[config.mk]
export PLATFORM = sky130hd
export DESIGN_NAME = smoothed_power_gain_stereo
export DESIGN_NICKNAME = d
export VERILOG_FILES = /design/src/design/spg_pkg.sv /design/src/design/smoothed_power_gain_stereo.sv
export SDC_FILE = /design/constraint.sdc
export NUM_CORES = 2
export LEC_CHECK = 0
export BUFFER_PORTS_ARGS = -buffer_cell sky130_fd_sc_hd__buf_2
export CAP_MARGIN = 20
export CELL_PAD_IN_SITES_DETAIL_PLACEMENT = 0
export CELL_PAD_IN_SITES_GLOBAL_PLACEMENT = 1
export CORE_MARGIN = 5
export CORE_UTILIZATION = 46
export CTS_CLUSTER_SIZE = 24
export DETAILED_ROUTE_END_ITERATION = 16
export GPL_ROUTABILITY_DRIVEN = 0
export PLACE_DENSITY = 0.88
export SETUP_SLACK_MARGIN = 0.2
export SKIP_CTS_REPAIR_TIMING = 1
export SYNTH_ARGS = -nofsm -noshare
export SYNTH_HDL_FRONTEND = slang
export SYNTH_SLANG_ARGS = --single-unit
[constraint.sdc]
create_clock -name i_clk -period 9.5 [get_ports i_clk]
set_input_delay 1.9 -clock i_clk [delete_from_list [all_inputs] [get_ports i_clk]]
set_output_delay 1.9 -clock i_clk [all_outputs]
set_load 0.01 [all_outputs]
[src/design/spg_pkg.sv]
package spg_pkg;

    localparam logic [15:0] ONE_Q15   = 16'd32768;
    localparam logic [30:0] ONE_Q30   = 31'h4000_0000;
    localparam logic [13:0] EXP_MAX   = 14'd14336;
    localparam logic [20:0] RATE_MAX  = 21'd1677721;
    localparam logic [15:0] SPMS_MIN  = 16'd256;
    localparam logic [16:0] OFS_MAX   = 17'd65536;
    localparam int          DIV_W     = 53;
    localparam int          SQ_STEPS  = 16;

    localparam logic [1:0] CFG_EXPONENT = 2'd0;
    localparam logic [1:0] CFG_RATE     = 2'd1;
    localparam logic [1:0] CFG_FLOOR    = 2'd2;
    localparam logic [1:0] CFG_SPMS     = 2'd3;

    typedef enum logic [4:0] {
        S_IDLE,
        S_CHK,
        S_RCHK,
        S_OMUL,
        S_ODIV,
        S_OEND,
        S_NORM,
        S_SQ,
        S_SQN,
        S_PMUL,
        S_PEND,
        S_RT,
        S_RTN,
        S_SHIFT,
        S_MIX,
        S_CAP,
        S_LMUL,
        S_LEND,
        S_RMUL,
        S_REND,
        S_OUT
    } t_state;

    typedef logic [30:0] t_root_tab [0:15];

    function automatic longint unsigned f_isqrt(longint unsigned v);
        longint unsigned rem;
        longint unsigned res;
        longint unsigned bitv;
        rem  = v;
        res  = 0;
        bitv = 64'h4000_0000_0000_0000;
        for (int i = 0; i < 32; i++) begin
            if (rem >= res + bitv) begin
                rem = rem - (res + bitv);
                res = (res >> 1) + bitv;
            end else begin
                res = res >> 1;
            end
            bitv = bitv >> 2;
        end
        return res;
    endfunction

    // 2^-(2^-k) in Q1.30, k = 0..15
    function automatic t_root_tab f_roots();
        t_root_tab       tab;
        longint unsigned r;
        r = 64'd1 << 29;
        for (int k = 0; k < 16; k++) begin
            if (k > 0) r = f_isqrt(r << 30);
            tab[k] = r[30:0];
        end
        return tab;
    endfunction

    localparam t_root_tab ROOTS = f_roots();

endpackage

[src/design/smoothed_power_gain_stereo.sv]
// Channel   | Dir | Fields (lsb first)
// s_axis    | in  | left_in, right_in, base_setting
// m_axis    | out | left_out, right_out
// cfg       | in  | index 0 exponent, 1 rate, 2 floor, 3 samples per ms
// One transfer runs on one shared 32x32 multiplier: 14 fixed steps, 16 squarings and
// 16 root products (each a multiply and a normalise state; these and three steps are
// skipped for a zero base), a restoring division while ramping, two on a re-anchor.
// Synchronous active-low reset restores register defaults and clears the ramp.
// s_axis_tready is high only while idle; S_OUT holds while an earlier result waits.
module smoothed_power_gain_stereo import spg_pkg::*; #(
    parameter int SAMPLE_WIDTH = 24
) (
    input  logic                                          i_clk,
    input  logic                                          i_rst_n,
    input  logic                                          s_axis_tvalid,
    output logic                                          s_axis_tready,
    // left_in, right_in, base_setting
    input  logic [((2*SAMPLE_WIDTH+16+7)/8)*8-1:0]       s_axis_tdata,
    output logic                                          m_axis_tvalid,
    input  logic                                          m_axis_tready,
    // left_out, right_out
    output logic [((2*SAMPLE_WIDTH+7)/8)*8-1:0]          m_axis_tdata,
    input  logic                                          i_cfg_we,
    input  logic [1:0]                                    i_cfg_addr,
    input  logic [20:0]                                   i_cfg_data
);

    localparam int SW    = SAMPLE_WIDTH;
    localparam int OUT_W = ((2*SAMPLE_WIDTH+7)/8)*8;

    t_state r_state, n_state;

    logic [13:0] r_exp;
    logic [20:0] r_rate;
    logic [15:0] r_floor;
    logic [15:0] r_spms;

    logic signed [SW-1:0] r_left, r_right, r_lo, r_ro;
    logic [15:0]       r_req, r_start, r_target, r_cur, r_frac, r_fp;
    logic              r_ramping, r_anchor, r_m_valid;
    logic [31:0]       r_since;
    logic [63:0]       r_prod;
    logic [16:0]       r_rem;
    logic [DIV_W-1:0]  r_quo;
    logic [5:0]        r_cnt;
    logic [30:0]       r_y, r_acc, r_g, r_mult;
    logic [3:0]        r_lz;
    logic [5:0]        r_ip;
    logic [OUT_W-1:0]  r_m_data;

    logic [13:0] exp_c;
    logic [20:0] rate_c;
    logic [15:0] fl_c, spms_c, req_c;
    logic [31:0] mul_a, mul_b;
    logic [63:0] mul_p;

    assign exp_c  = (r_exp > EXP_MAX) ? EXP_MAX : r_exp;
    assign rate_c = (r_rate > RATE_MAX) ? RATE_MAX : r_rate;
    assign fl_c   = (r_floor > ONE_Q15) ? ONE_Q15 : r_floor;
    assign spms_c = (r_spms < SPMS_MIN) ? SPMS_MIN : r_spms;
    assign req_c  = (s_axis_tdata[2*SW+15:2*SW] > ONE_Q15) ? ONE_Q15
                                                           : s_axis_tdata[2*SW+15:2*SW];

    assign s_axis_tready = (r_state == S_IDLE);
    assign m_axis_tvalid = r_m_valid;
    assign m_axis_tdata  = r_m_data;

    // divider step
    logic [17:0] rem_sh, div18;
    logic        qbit;
    assign div18  = {1'b0, spms_c, 1'b0};
    assign rem_sh = {r_rem, r_quo[DIV_W-1]};
    assign qbit   = (rem_sh >= div18);

    // ramp offset arithmetic
    logic [16:0]        ofs;
    logic signed [18:0] st_s, tg_s, lo_s, hi_s, np_s, cur_s;
    logic               ramp_nx;
    assign ofs  = (r_quo > DIV_W'(OFS_MAX)) ? OFS_MAX : r_quo[16:0];
    assign st_s = signed'({3'b0, r_start});
    assign tg_s = signed'({3'b0, r_target});
    assign lo_s = st_s - signed'({2'b0, ofs});
    assign hi_s = st_s + signed'({2'b0, ofs});

    always_comb begin
        if (tg_s < st_s) begin
            np_s    = (lo_s < tg_s) ? tg_s : lo_s;
            ramp_nx = (lo_s > tg_s);
            cur_s   = lo_s;
        end else begin
            np_s    = (hi_s > tg_s) ? tg_s : hi_s;
            ramp_nx = (hi_s < tg_s);
            cur_s   = hi_s;
        end
        if (!ramp_nx) cur_s = tg_s;
    end

    // leading zero count of the base
    logic [3:0] lz;
    always_comb begin
        lz = 4'd15;
        for (int i = 0; i < 16; i++) begin
            if (r_cur[i]) lz = 4'(15 - i);
        end
    end

    logic [31:0] sq_t;
    logic [19:0] n_log;
    logic [31:0] mix_m;
    assign sq_t  = r_prod[61:30];
    assign n_log = {r_lz, 16'b0} - {4'b0, r_frac};
    assign mix_m = {1'b0, fl_c, 15'b0} + 32'(r_prod[46:15]);

    logic          fp_bit;
    assign fp_bit = r_fp[4'(15 - r_cnt[3:0])];

    logic [SW-1:0] mag_l, mag_r;
    assign mag_l = r_left[SW-1]  ? SW'(-r_left)  : SW'(r_left);
    assign mag_r = r_right[SW-1] ? SW'(-r_right) : SW'(r_right);

    logic [SW-1:0] scl;
    assign scl = r_prod[SW+29:30];

    // shared multiplier operand select
    always_comb begin
        mul_a = '0;
        mul_b = '0;
        unique case (r_state)
            S_OMUL: begin
                mul_a = r_since;
                mul_b = 32'(r_anchor ? r_rate : rate_c);
            end
            S_SQ: begin
                mul_a = 32'(r_y);
                mul_b = 32'(r_y);
            end
            S_PMUL: begin
                mul_a = 32'(n_log);
                mul_b = 32'(exp_c);
            end
            S_RT: begin
                mul_a = 32'(r_acc);
                mul_b = 32'(ROOTS[r_cnt[3:0]]);
            end
            S_MIX: begin
                mul_a = 32'(ONE_Q15 - fl_c);
                mul_b = 32'(r_g);
            end
            S_LMUL: begin
                mul_a = 32'(mag_l);
                mul_b = 32'(r_mult);
            end
            S_RMUL: begin
                mul_a = 32'(mag_r);
                mul_b = 32'(r_mult);
            end
            default: begin
                mul_a = '0;
                mul_b = '0;
            end
        endcase
    end
    assign mul_p = mul_a * mul_b;

    always_comb begin
        n_state = r_state;
        unique case (r_state)
            S_IDLE:  if (s_axis_tvalid) n_state = S_CHK;
            S_CHK: begin
                if (r_req == r_target)                   n_state = S_RCHK;
                else if (r_ramping && (r_rate != '0))    n_state = S_OMUL;
                else                                     n_state = S_RCHK;
            end
            S_RCHK:  n_state = r_ramping ? S_OMUL : S_NORM;
            S_OMUL:  n_state = S_ODIV;
            S_ODIV:  if (r_cnt == 6'(DIV_W - 1)) n_state = S_OEND;
            S_OEND:  n_state = r_anchor ? S_RCHK : S_NORM;
            S_NORM:  n_state = (r_cur == '0) ? S_MIX : S_SQ;
            S_SQ:    n_state = S_SQN;
            S_SQN:   n_state = (r_cnt == 6'(SQ_STEPS - 1)) ? S_PMUL : S_SQ;
            S_PMUL:  n_state = S_PEND;
            S_PEND:  n_state = S_RT;
            S_RT:    n_state = S_RTN;
            S_RTN:   n_state = (r_cnt == 6'd15) ? S_SHIFT : S_RT;
            S_SHIFT: n_state = S_MIX;
            S_MIX:   n_state = S_CAP;
            S_CAP:   n_state = S_LMUL;
            S_LMUL:  n_state = S_LEND;
            S_LEND:  n_state = S_RMUL;
            S_RMUL:  n_state = S_REND;
            S_REND:  n_state = S_OUT;
            S_OUT:   if (!r_m_valid || m_axis_tready) n_state = S_IDLE;
            default: n_state = S_IDLE;
        endcase
    end

    always_ff @(posedge i_clk) begin
        if (!i_rst_n) begin
            r_state   <= S_IDLE;
            r_exp     <= 14'd4096;
            r_rate    <= '0;
            r_floor   <= '0;
            r_spms    <= 16'd12288;
            r_start   <= '0;
            r_target  <= '0;
            r_ramping <= 1'b0;
            r_since   <= '0;
            r_anchor  <= 1'b0;
            r_m_valid <= 1'b0;
        end else begin
            r_state <= n_state;
            if (i_cfg_we) begin
                unique case (i_cfg_addr)
                    CFG_EXPONENT: r_exp   <= i_cfg_data[13:0];
                    CFG_RATE:     r_rate  <= i_cfg_data;
                    CFG_FLOOR:    r_floor <= i_cfg_data[15:0];
                    CFG_SPMS:     r_spms  <= i_cfg_data[15:0];
                    default:      r_exp   <= r_exp;
                endcase
            end
            if (r_m_valid && m_axis_tready && (r_state != S_OUT)) r_m_valid <= 1'b0;
            case (r_state)
                S_IDLE: begin
                    r_left  <= s_axis_tdata[SW-1:0];
                    r_right <= s_axis_tdata[2*SW-1:SW];
                    r_req   <= req_c;
                end
                S_CHK: begin
                    r_anchor <= (r_req != r_target) && r_ramping && (r_rate != '0);
                    if ((r_req != r_target) && !(r_ramping && (r_rate != '0))) begin
                        r_start   <= r_target;
                        r_ramping <= (r_rate != '0);
                        r_since   <= '0;
                        r_target  <= r_req;
                    end
                end
                S_RCHK: begin
                    r_cur <= r_target;
                end
                S_OMUL: begin
                    r_quo <= mul_p[DIV_W-1:0];
                    r_rem <= '0;
                    r_cnt <= '0;
                end
                S_ODIV: begin
                    r_rem <= qbit ? 17'(rem_sh - div18) : rem_sh[16:0];
                    r_quo <= {r_quo[DIV_W-2:0], qbit};
                    r_cnt <= r_cnt + 6'd1;
                end
                S_OEND: begin
                    if (r_anchor) begin
                        r_anchor  <= 1'b0;
                        r_start   <= np_s[15:0];
                        r_ramping <= 1'b1;
                        r_since   <= '0;
                        r_target  <= r_req;
                    end else begin
                        r_ramping <= ramp_nx;
                        r_cur     <= cur_s[15:0];
                    end
                end
                S_NORM: begin
                    r_g    <= (exp_c == '0) ? ONE_Q30 : '0;
                    r_y    <= {(r_cur << lz), 15'b0};
                    r_lz   <= lz;
                    r_frac <= '0;
                    r_cnt  <= '0;
                end
                S_SQ: r_prod <= mul_p;
                S_SQN: begin
                    if (sq_t[31]) begin
                        r_y    <= sq_t[31:1];
                        r_frac <= {r_frac[14:0], 1'b1};
                    end else begin
                        r_y    <= sq_t[30:0];
                        r_frac <= {r_frac[14:0], 1'b0};
                    end
                    r_cnt <= r_cnt + 6'd1;
                end
                S_PMUL: r_prod <= mul_p;
                S_PEND: begin
                    r_ip  <= r_prod[33:28];
                    r_fp  <= r_prod[27:12];
                    r_acc <= ONE_Q30;
                    r_cnt <= '0;
                end
                S_RT: r_prod <= mul_p;
                S_RTN: begin
                    if (fp_bit) r_acc <= r_prod[60:30];
                    r_cnt <= r_cnt + 6'd1;
                end
                S_SHIFT: r_g <= (r_ip > 6'd30) ? '0 : (r_acc >> r_ip);
                S_MIX:   r_prod <= mul_p;
                S_CAP:   r_mult <= (mix_m > 32'(ONE_Q30)) ? ONE_Q30 : mix_m[30:0];
                S_LMUL:  r_prod <= mul_p;
                S_LEND:  r_lo <= r_left[SW-1] ? -signed'(scl) : signed'(scl);
                S_RMUL:  r_prod <= mul_p;
                S_REND: begin
                    r_ro <= r_right[SW-1] ? -signed'(scl) : signed'(scl);
                    if (r_since != '1) r_since <= r_since + 32'd1;
                end
                S_OUT: begin
                    if (!r_m_valid || m_axis_tready) begin
                        r_m_valid <= 1'b1;
                        r_m_data  <= OUT_W'({r_ro, r_lo});
                    end
                end
                default: r_cnt <= r_cnt;
            endcase
        end
    end

    a_target_range: assert property (@(posedge i_clk) disable iff (!i_rst_n)
        r_target <= ONE_Q15) else $error("ramp target out of range");

    a_cur_range: assert property (@(posedge i_clk) disable iff (!i_rst_n)
        (r_state == S_NORM) |-> (r_cur <= ONE_Q15)) else $error("base out of range");

    a_mult_cap: assert property (@(posedge i_clk) disable iff (!i_rst_n)
        (r_state == S_LMUL) |-> (r_mult <= ONE_Q30)) else $error("multiplier above one");

    a_out_load: assert property (@(posedge i_clk) disable iff (!i_rst_n)
        (r_state == S_OUT && (!r_m_valid || m_axis_tready)) |=> r_m_valid)
        else $error("result not presented");

endmodule
==> Word-level counts from Yosys, hierarchy flattened <==
Memory sizes are Yosys's and may differ from the RTL's.
Cells that the tools add are included.
{ "totals": {"mem_bits_rw": 0, "n_memories": 1, "reg_bits": 619, "latchBits": 0, "out_inout_bits": 50, "input_bits": 92, "rom_bits": 496} }
{ "op_classes": {"n_mul": 1, "div_mod_pow": 0, "order_cmp": 16, "muxes": 80, "addsub": 12, "n_reduce_logical": 48, "shift": 2, "n_bitwise": 1, "eq_ne": 37} }
{ "mem_list": {"columns": ["memory", "words", "word_bits", "read_ports", "rd_ports_with_merged_regs", "wr", "line", "source"], "rows": [
  ["(name not given)", 16, 31, 1, 0, 0, "smoothed_power_gain_stereo.sv:143", "mul_b = 32'(ROOTS[r_cnt[3:0]]);"]
]} }
{ "ops": {"columns": ["op", "count"], "rows": [
  ["32-bit case mux with 7 select lines", 1],
  ["16-bit two-way mux", 12],
  ["31-bit two-way mux", 6],
  ["31-bit case mux with 2 select lines", 3],
  ["31-bit case mux with 6 select lines", 1],
  ["16-bit case mux with 2 select lines", 4],
  ["53-bit case mux with 2 select lines", 1],
  ["5-bit case mux with 21 select lines", 1],
  ["24-bit two-way mux", 4],
  ["32-bit two-way mux", 3],
  ["32-bit case mux with 3 select lines", 1],
  ["24-bit negator", 3],
  ["4-bit two-way mux", 16],
  ["32-bit by 31-bit multiplier with 62-bit output", 1],
  ["53-bit by 17-bit greater-than comparator with 1-bit output, second input constant", 1],
  ["21-bit two-way mux", 2],
  ["5-bit by 4-bit == test with 1-bit output, second input constant", 8],
  ["17-bit two-way mux", 2],
  ["17-bit case mux with 2 select lines", 1],
  ["31-bit by 32-bit adder with 32-bit output", 1],
  ["32-bit by 1-bit adder with 32-bit output, second input constant", 1],
  ["16-bit greater-than comparator, second input constant", 2],
  ["32-bit by 31-bit greater-than comparator with 1-bit output, second input constant", 1],
  ["32-bit != test, second input constant", 1],
  ["57 further kinds", 120]
]} }

==> Depth between registers and ports, before layout <==
{ "depth": {"depth_word": 17, "ltp_mapped": 40} }

==> Worst setup path before layout <==
Ideal clock, no wire load.
{ "synth_timing": {"kind": "reg-to-reg", "from": "reg r_right[7]", "to": "reg r_quo[50] (data pin)", "arrival_ns": 9.148, "setup_slack_ns": 0.092, "t_required_ns": 9.240, "path_stages_with_launch": 34, "n_path_buf": 1, "setup_ns": 0.260, "cell_sequence": "edfxtp_1 -> or4_1 -> or3_1 -> nand2b_1 -> or3_1 -> o21ai_0 -> xor2_1 -> o221ai_2 -> clkbuf_1 -> nand2_1 -> fa_1 -> inv_1 -> fa_1 -> inv_1 -> fa_1 -> fa_1 -> inv_1 -> fa_1 -> fa_1 -> fa_1 -> inv_1 -> fa_1 -> inv_1 -> ha_1 -> nand2_1 -> nor3_1 -> nand3_1 -> o221ai_1 -> o2111ai_1 -> a31oi_1 -> and2_1 -> a21boi_1 -> xnor2_1 -> mux2_2"} }
{ "synth_between": {"elab_chain_cells": 5} }
{ "synth_rtl": {"columns": ["element", "line", "source"], "rows": [
  ["start, declared", "smoothed_power_gain_stereo.sv:38", "logic signed [SW-1:0] r_left, r_right, r_lo, r_ro;"],
  ["start signal, assigned", "smoothed_power_gain_stereo.sv:225", "r_right <= s_axis_tdata[2*SW-1:SW];"],
  ["24-bit negator", "smoothed_power_gain_stereo.sv:119", "assign mag_r = r_right[SW-1] ? SW'(-r_right) : SW'(r_right);"],
  ["24-bit two-way mux *", "smoothed_power_gain_stereo.sv:119", null],
  ["32-bit case mux with 7 select lines *", "smoothed_power_gain_stereo.sv:128", "unique case (r_state)"],
  ["32-bit by 31-bit multiplier with 62-bit output *", "smoothed_power_gain_stereo.sv:163", "assign mul_p = mul_a * mul_b;"],
  ["named net mul_p[50]", "smoothed_power_gain_stereo.sv:55", "logic [63:0] mul_p;"],
  ["53-bit case mux with 2 select lines *", "smoothed_power_gain_stereo.sv:222", "case (r_state)"],
  ["end signal, assigned", "smoothed_power_gain_stereo.sv:241", "r_quo <= mul_p[DIV_W-1:0];"],
  ["end signal, assigned", "smoothed_power_gain_stereo.sv:247", "r_quo <= {r_quo[DIV_W-2:0], qbit};"],
  ["end, declared", "smoothed_power_gain_stereo.sv:44", "logic [DIV_W-1:0] r_quo;"]
]} }
Mark *: on every way through the listed nets, which the timed path passes. The rest lies on a longest branch.
A chain may end at the register's enable or synchronous reset.

==> Worst setup path after layout <==
{ "layout_timing": {"from": "reg r_cnt[1]", "to": "reg r_quo[52] (data pin)"} }
{ "layout_between": {"elab_chain_cells": 7} }
{ "layout_rtl": {"columns": ["element", "line", "source"], "rows": [
  ["start, declared", "smoothed_power_gain_stereo.sv:45", "logic [5:0] r_cnt;"],
  ["start signal, assigned", "smoothed_power_gain_stereo.sv:248", "r_cnt <= r_cnt + 6'd1;"],
  ["start signal, assigned", "smoothed_power_gain_stereo.sv:278", "r_cnt <= r_cnt + 6'd1;"],
  ["start signal, assigned", "smoothed_power_gain_stereo.sv:290", "r_cnt <= r_cnt + 6'd1;"],
  ["4-bit NOT with 5-bit output (implied by the code)", "smoothed_power_gain_stereo.sv:143", null],
  ["memory read 16 x 31 bit", null, null],
  ["31-bit two-way mux (implied by the code) (2 in a row)", "smoothed_power_gain_stereo.sv:143", null],
  ["31-bit case mux with 6 select lines", "smoothed_power_gain_stereo.sv:128", null],
  ["32-bit by 31-bit multiplier with 62-bit output", "smoothed_power_gain_stereo.sv:163", null],
  ["named net mul_p[52]", "smoothed_power_gain_stereo.sv:55", null],
  ["53-bit case mux with 2 select lines", "smoothed_power_gain_stereo.sv:222", null]
]} }
The timed path passes the listed nets, and every way through them passes these cells. The select of a mux whose other input is x is not followed.

==> qor.yml <==
wire_per_inst_um: 24.6
place.detailed.hpwl_um: 191000
io_buffers: 141
totalPowerFinal_w: 0.00856
dp_worst_setup_slack_ns: -0.548
power_density_nw_per_um2: 109
static-leakage-power_nw: 34.7
cts_tree: "done"
path_common_cell: "sky130_fd_sc_hd__fa_1"
clock_tree.buffer_depth: 3
synth.top_cells.by_area: "sky130_fd_sc_hd__fa_1 26%, sky130_fd_sc_hd__edfxtp_1 21%, sky130_fd_sc_hd__ha_1 7.1%"
fp.dieArea_um2: 151000
grt_max_degree: 82
fin_hold_ws_ns: 0.416
combinational_family_with_the_most_area_after_synthesis: "adder cells"
run_status: "finished, violations left"
finalSetupViolations: 23
synth-adder-area-share_pct: 33.5
finalWorstPathRequiredPeriod_ns: 9.78
final_max_slew_viol_count: 0
detailed_place.area_um2: 74800
share_of_synthesized_cell_area_in_and_or_nand_and_nor_gates_pct: 16.9
final_cells: 9661
core.rowCount: 139
postRouteAntennaNets: 0
hold_class: "reg -> reg"
chipWidth_um: 389
first_pass_grt_wire_length_um: 351000
synth.top_cells.by_count: "1064 x sky130_fd_sc_hd__nand2_1, 990 x sky130_fd_sc_hd__inv_1, 869 x sky130_fd_sc_hd__fa_1"
firstDrtPassIters: 6
tritoncts.num_buffers: 60
antenna_found_initial: 10
synth-seq-area-share_pct: 25.5
grt.total_usage_pct: 30.6
cts_sinks: 607
async_flop_share_pct: 0
ctsRootBufferMaster: "sky130_fd_sc_hd__clkbuf_16"
yosys.area_share.xor_xnor_pct: 3.26
postSynthCellCount: 7047
share_of_post_route_cells_with_drive_strength_above_1_pct: 17.7
crit_arrival_ns: 10.18
start_kind: "flip-flop"
drt_drc_violations_left: 0
worstPathRequired_ns: 9.90
clock-skew-final_ns: 0.0619
numPlacedInstances: 9513
postSynthRegisterBits: 607
yosys_warnings: 0
num-fill-cells: 12300
cp-startpoint: "r_cnt[1]"
postLayoutCellArea_um2: 78400
maxCapViolations: 0
yosys_most_used_dff: "sky130_fd_sc_hd__edfxtp_1"
transition_time_at_the_pin_with_the_least_slew_margin_ns: 1.14
setup_ws_ns: -0.285
number_of_enable_flip_flop_cells_after_synthesis: 468
compound_gate_fraction_of_synth_area_pct: 9.58
cpPeakStageDelay_ns: 0.77
netlist-cell-type-count: 103
die_height_um: 389
worst_setup_path_end_kind: "flip-flop"
syn2layout_area_growth_pct: 18.9
fmaxAchievable_mhz: 102
syn_area_um2: 65900
globalRouteOverflowTotal: 0
syn_area_per_cell_um2: 9.35
first_global_vias: 57300
initial_core_util_pct: 46.1
failed_checks: "negative setup slack"
io-pin-count: 142
yosys.area.top_type: "sky130_fd_sc_hd__fa_1"
core-area_um2: 143000
route.vias.total: 56800
vdd_ir_drop_max_v: 0.000253
post_synth_mux_area_share_pct: 3.39
crit-reg2reg-launch: "r_cnt[1]"
yosys.cell_count.top_type: "sky130_fd_sc_hd__nand2_1"
post-route-period-util_pct: 103
clock_tree.htree_level_count: 2
slowest_stage_cell_on_the_critical_path: "sky130_fd_sc_hd__a222oi_1"
route.final.wire_length_um: 237000
setup.worst_path.class: "reg -> reg"
drt-initial-drc-count: 6574
hold_start: "r_ro[21]"
synth_largest_type_area_fraction_pct: 26.4
cts.reportedPaths.clkPinSlew_ns: 0.06
worst_slew_margin_rel_pct: 24.3
drt-vias-per-instance: 5.88
insertion_delay_ns: 0.69
rsz0062_at_grt: "true"
finish.net_count: 9037
largest_driver_fanout_on_the_critical_path: 13
timing.final.hold_violations: 0
mappedNetlistNets: 8382
[layout by cell type (no fill, tap or decap), drive strengths merged, types with 24 or more instances in the layout]
master	instances
nand2	1074
inv	997
buf	961
fa	869
nor2	705
edfxtp	468
ha	374
a21oi	210
o21ai	186
xnor2	154
dfxtp	139
mux2i	133
and2	126
nor3	102
xor2	91
nor2b	90
a21boi	80
clkbuf	72
nand3	69
nor4	59
nand2b	56
a21o	50
nand4	49
a211oi	45
or3	44
mux4	28
and3	28
a22oi	26
o211ai	26
mux2	24
[metal layers]
layer	global-route usage (%)	part of all wire (%)	vias to the layer above	wire length, µm
met3	9.25	13	863	30400
met1	38.8	36	28000	85400
met5	0	0.021	-	50
li1	-	-	24400	-
met2	45.5	42	3559	101000
met4	19.9	8.8	4	20800
[cell families (layout without fill, tap and decap cells)]
group	after synthesis	after routing
AO/OA/AOI/OAI	921	921
XOR/XNOR	245	245
adder cells (fa/ha/maj)	1243	1243
buffers and inverters	1367	2070
flip-flops	607	607
multiplexers	185	185
other	0	8
AND/OR/NAND/NOR	2479	2479
[power breakdown]
part / total [W] / switching, W / internal [W]
clock network: 0.00259 / 0.00112 / 0.00147
logic: 0.00263 / 0.00163 / 0.00100
registers: 0.00334 / 0.000214 / 0.00313
[layout make-up]
cell class / instances / area [µm²] / area share [%]
clock inverters: 39 / 558 / 0.712
clock buffers: 71 / 1540 / 1.97
inverters: 998 / 3750 / 4.78
flip-flops and latches: 607 / 16800 / 21.5
multi-input cells: 5073 / 45300 / 57.8
diodes: 8 / 20.0 / 0.0255
well taps: 1903 / 2380 / 3.04
repair buffers: 962 / 7970 / 10.2
[metrics by stage]
stage                     util (%)  TNS [ns]
after floorplan                  -         0
after global placement        52.2     -4.91
after detailed placement      52.3     -7.97
after CTS                     53.8    -12.85
after global routing          54.8    -13.25
final                         54.8     -3.67
[worst max-delay path, delay by kind of cell, from the launching register on]
kind	cells	cell delay (ns)
adder cells (fa/ha/maj)	9	4.52
AO/OA/AOI/OAI	7	1.90
AND/OR/NAND/NOR	7	1.29
buffers and inverters	7	0.84
flip-flops	1	0.53
multiplexers	1	0.26
XOR/XNOR	1	0.15
[worst paths after layout]
check                           slack, ns               end  depth (start not counted)
worst max-delay path                -0.28         r_quo[52]                         32
worst min register to register       0.42  m_axis_tdata[45]                          0
worst min-delay path                 0.42  m_axis_tdata[45]                          0
worst max register to register      -0.28         r_quo[52]                         32
[sequential cells by signal, indices dropped and copies added, names as in the netlist, 31 cells and up]
signal        count
r_since          32
m_axis_tdata     48
r_y              31
r_acc            31
r_g              31
r_quo            53
r_prod           50
r_mult           31
(Power assumes the default switching activity.)
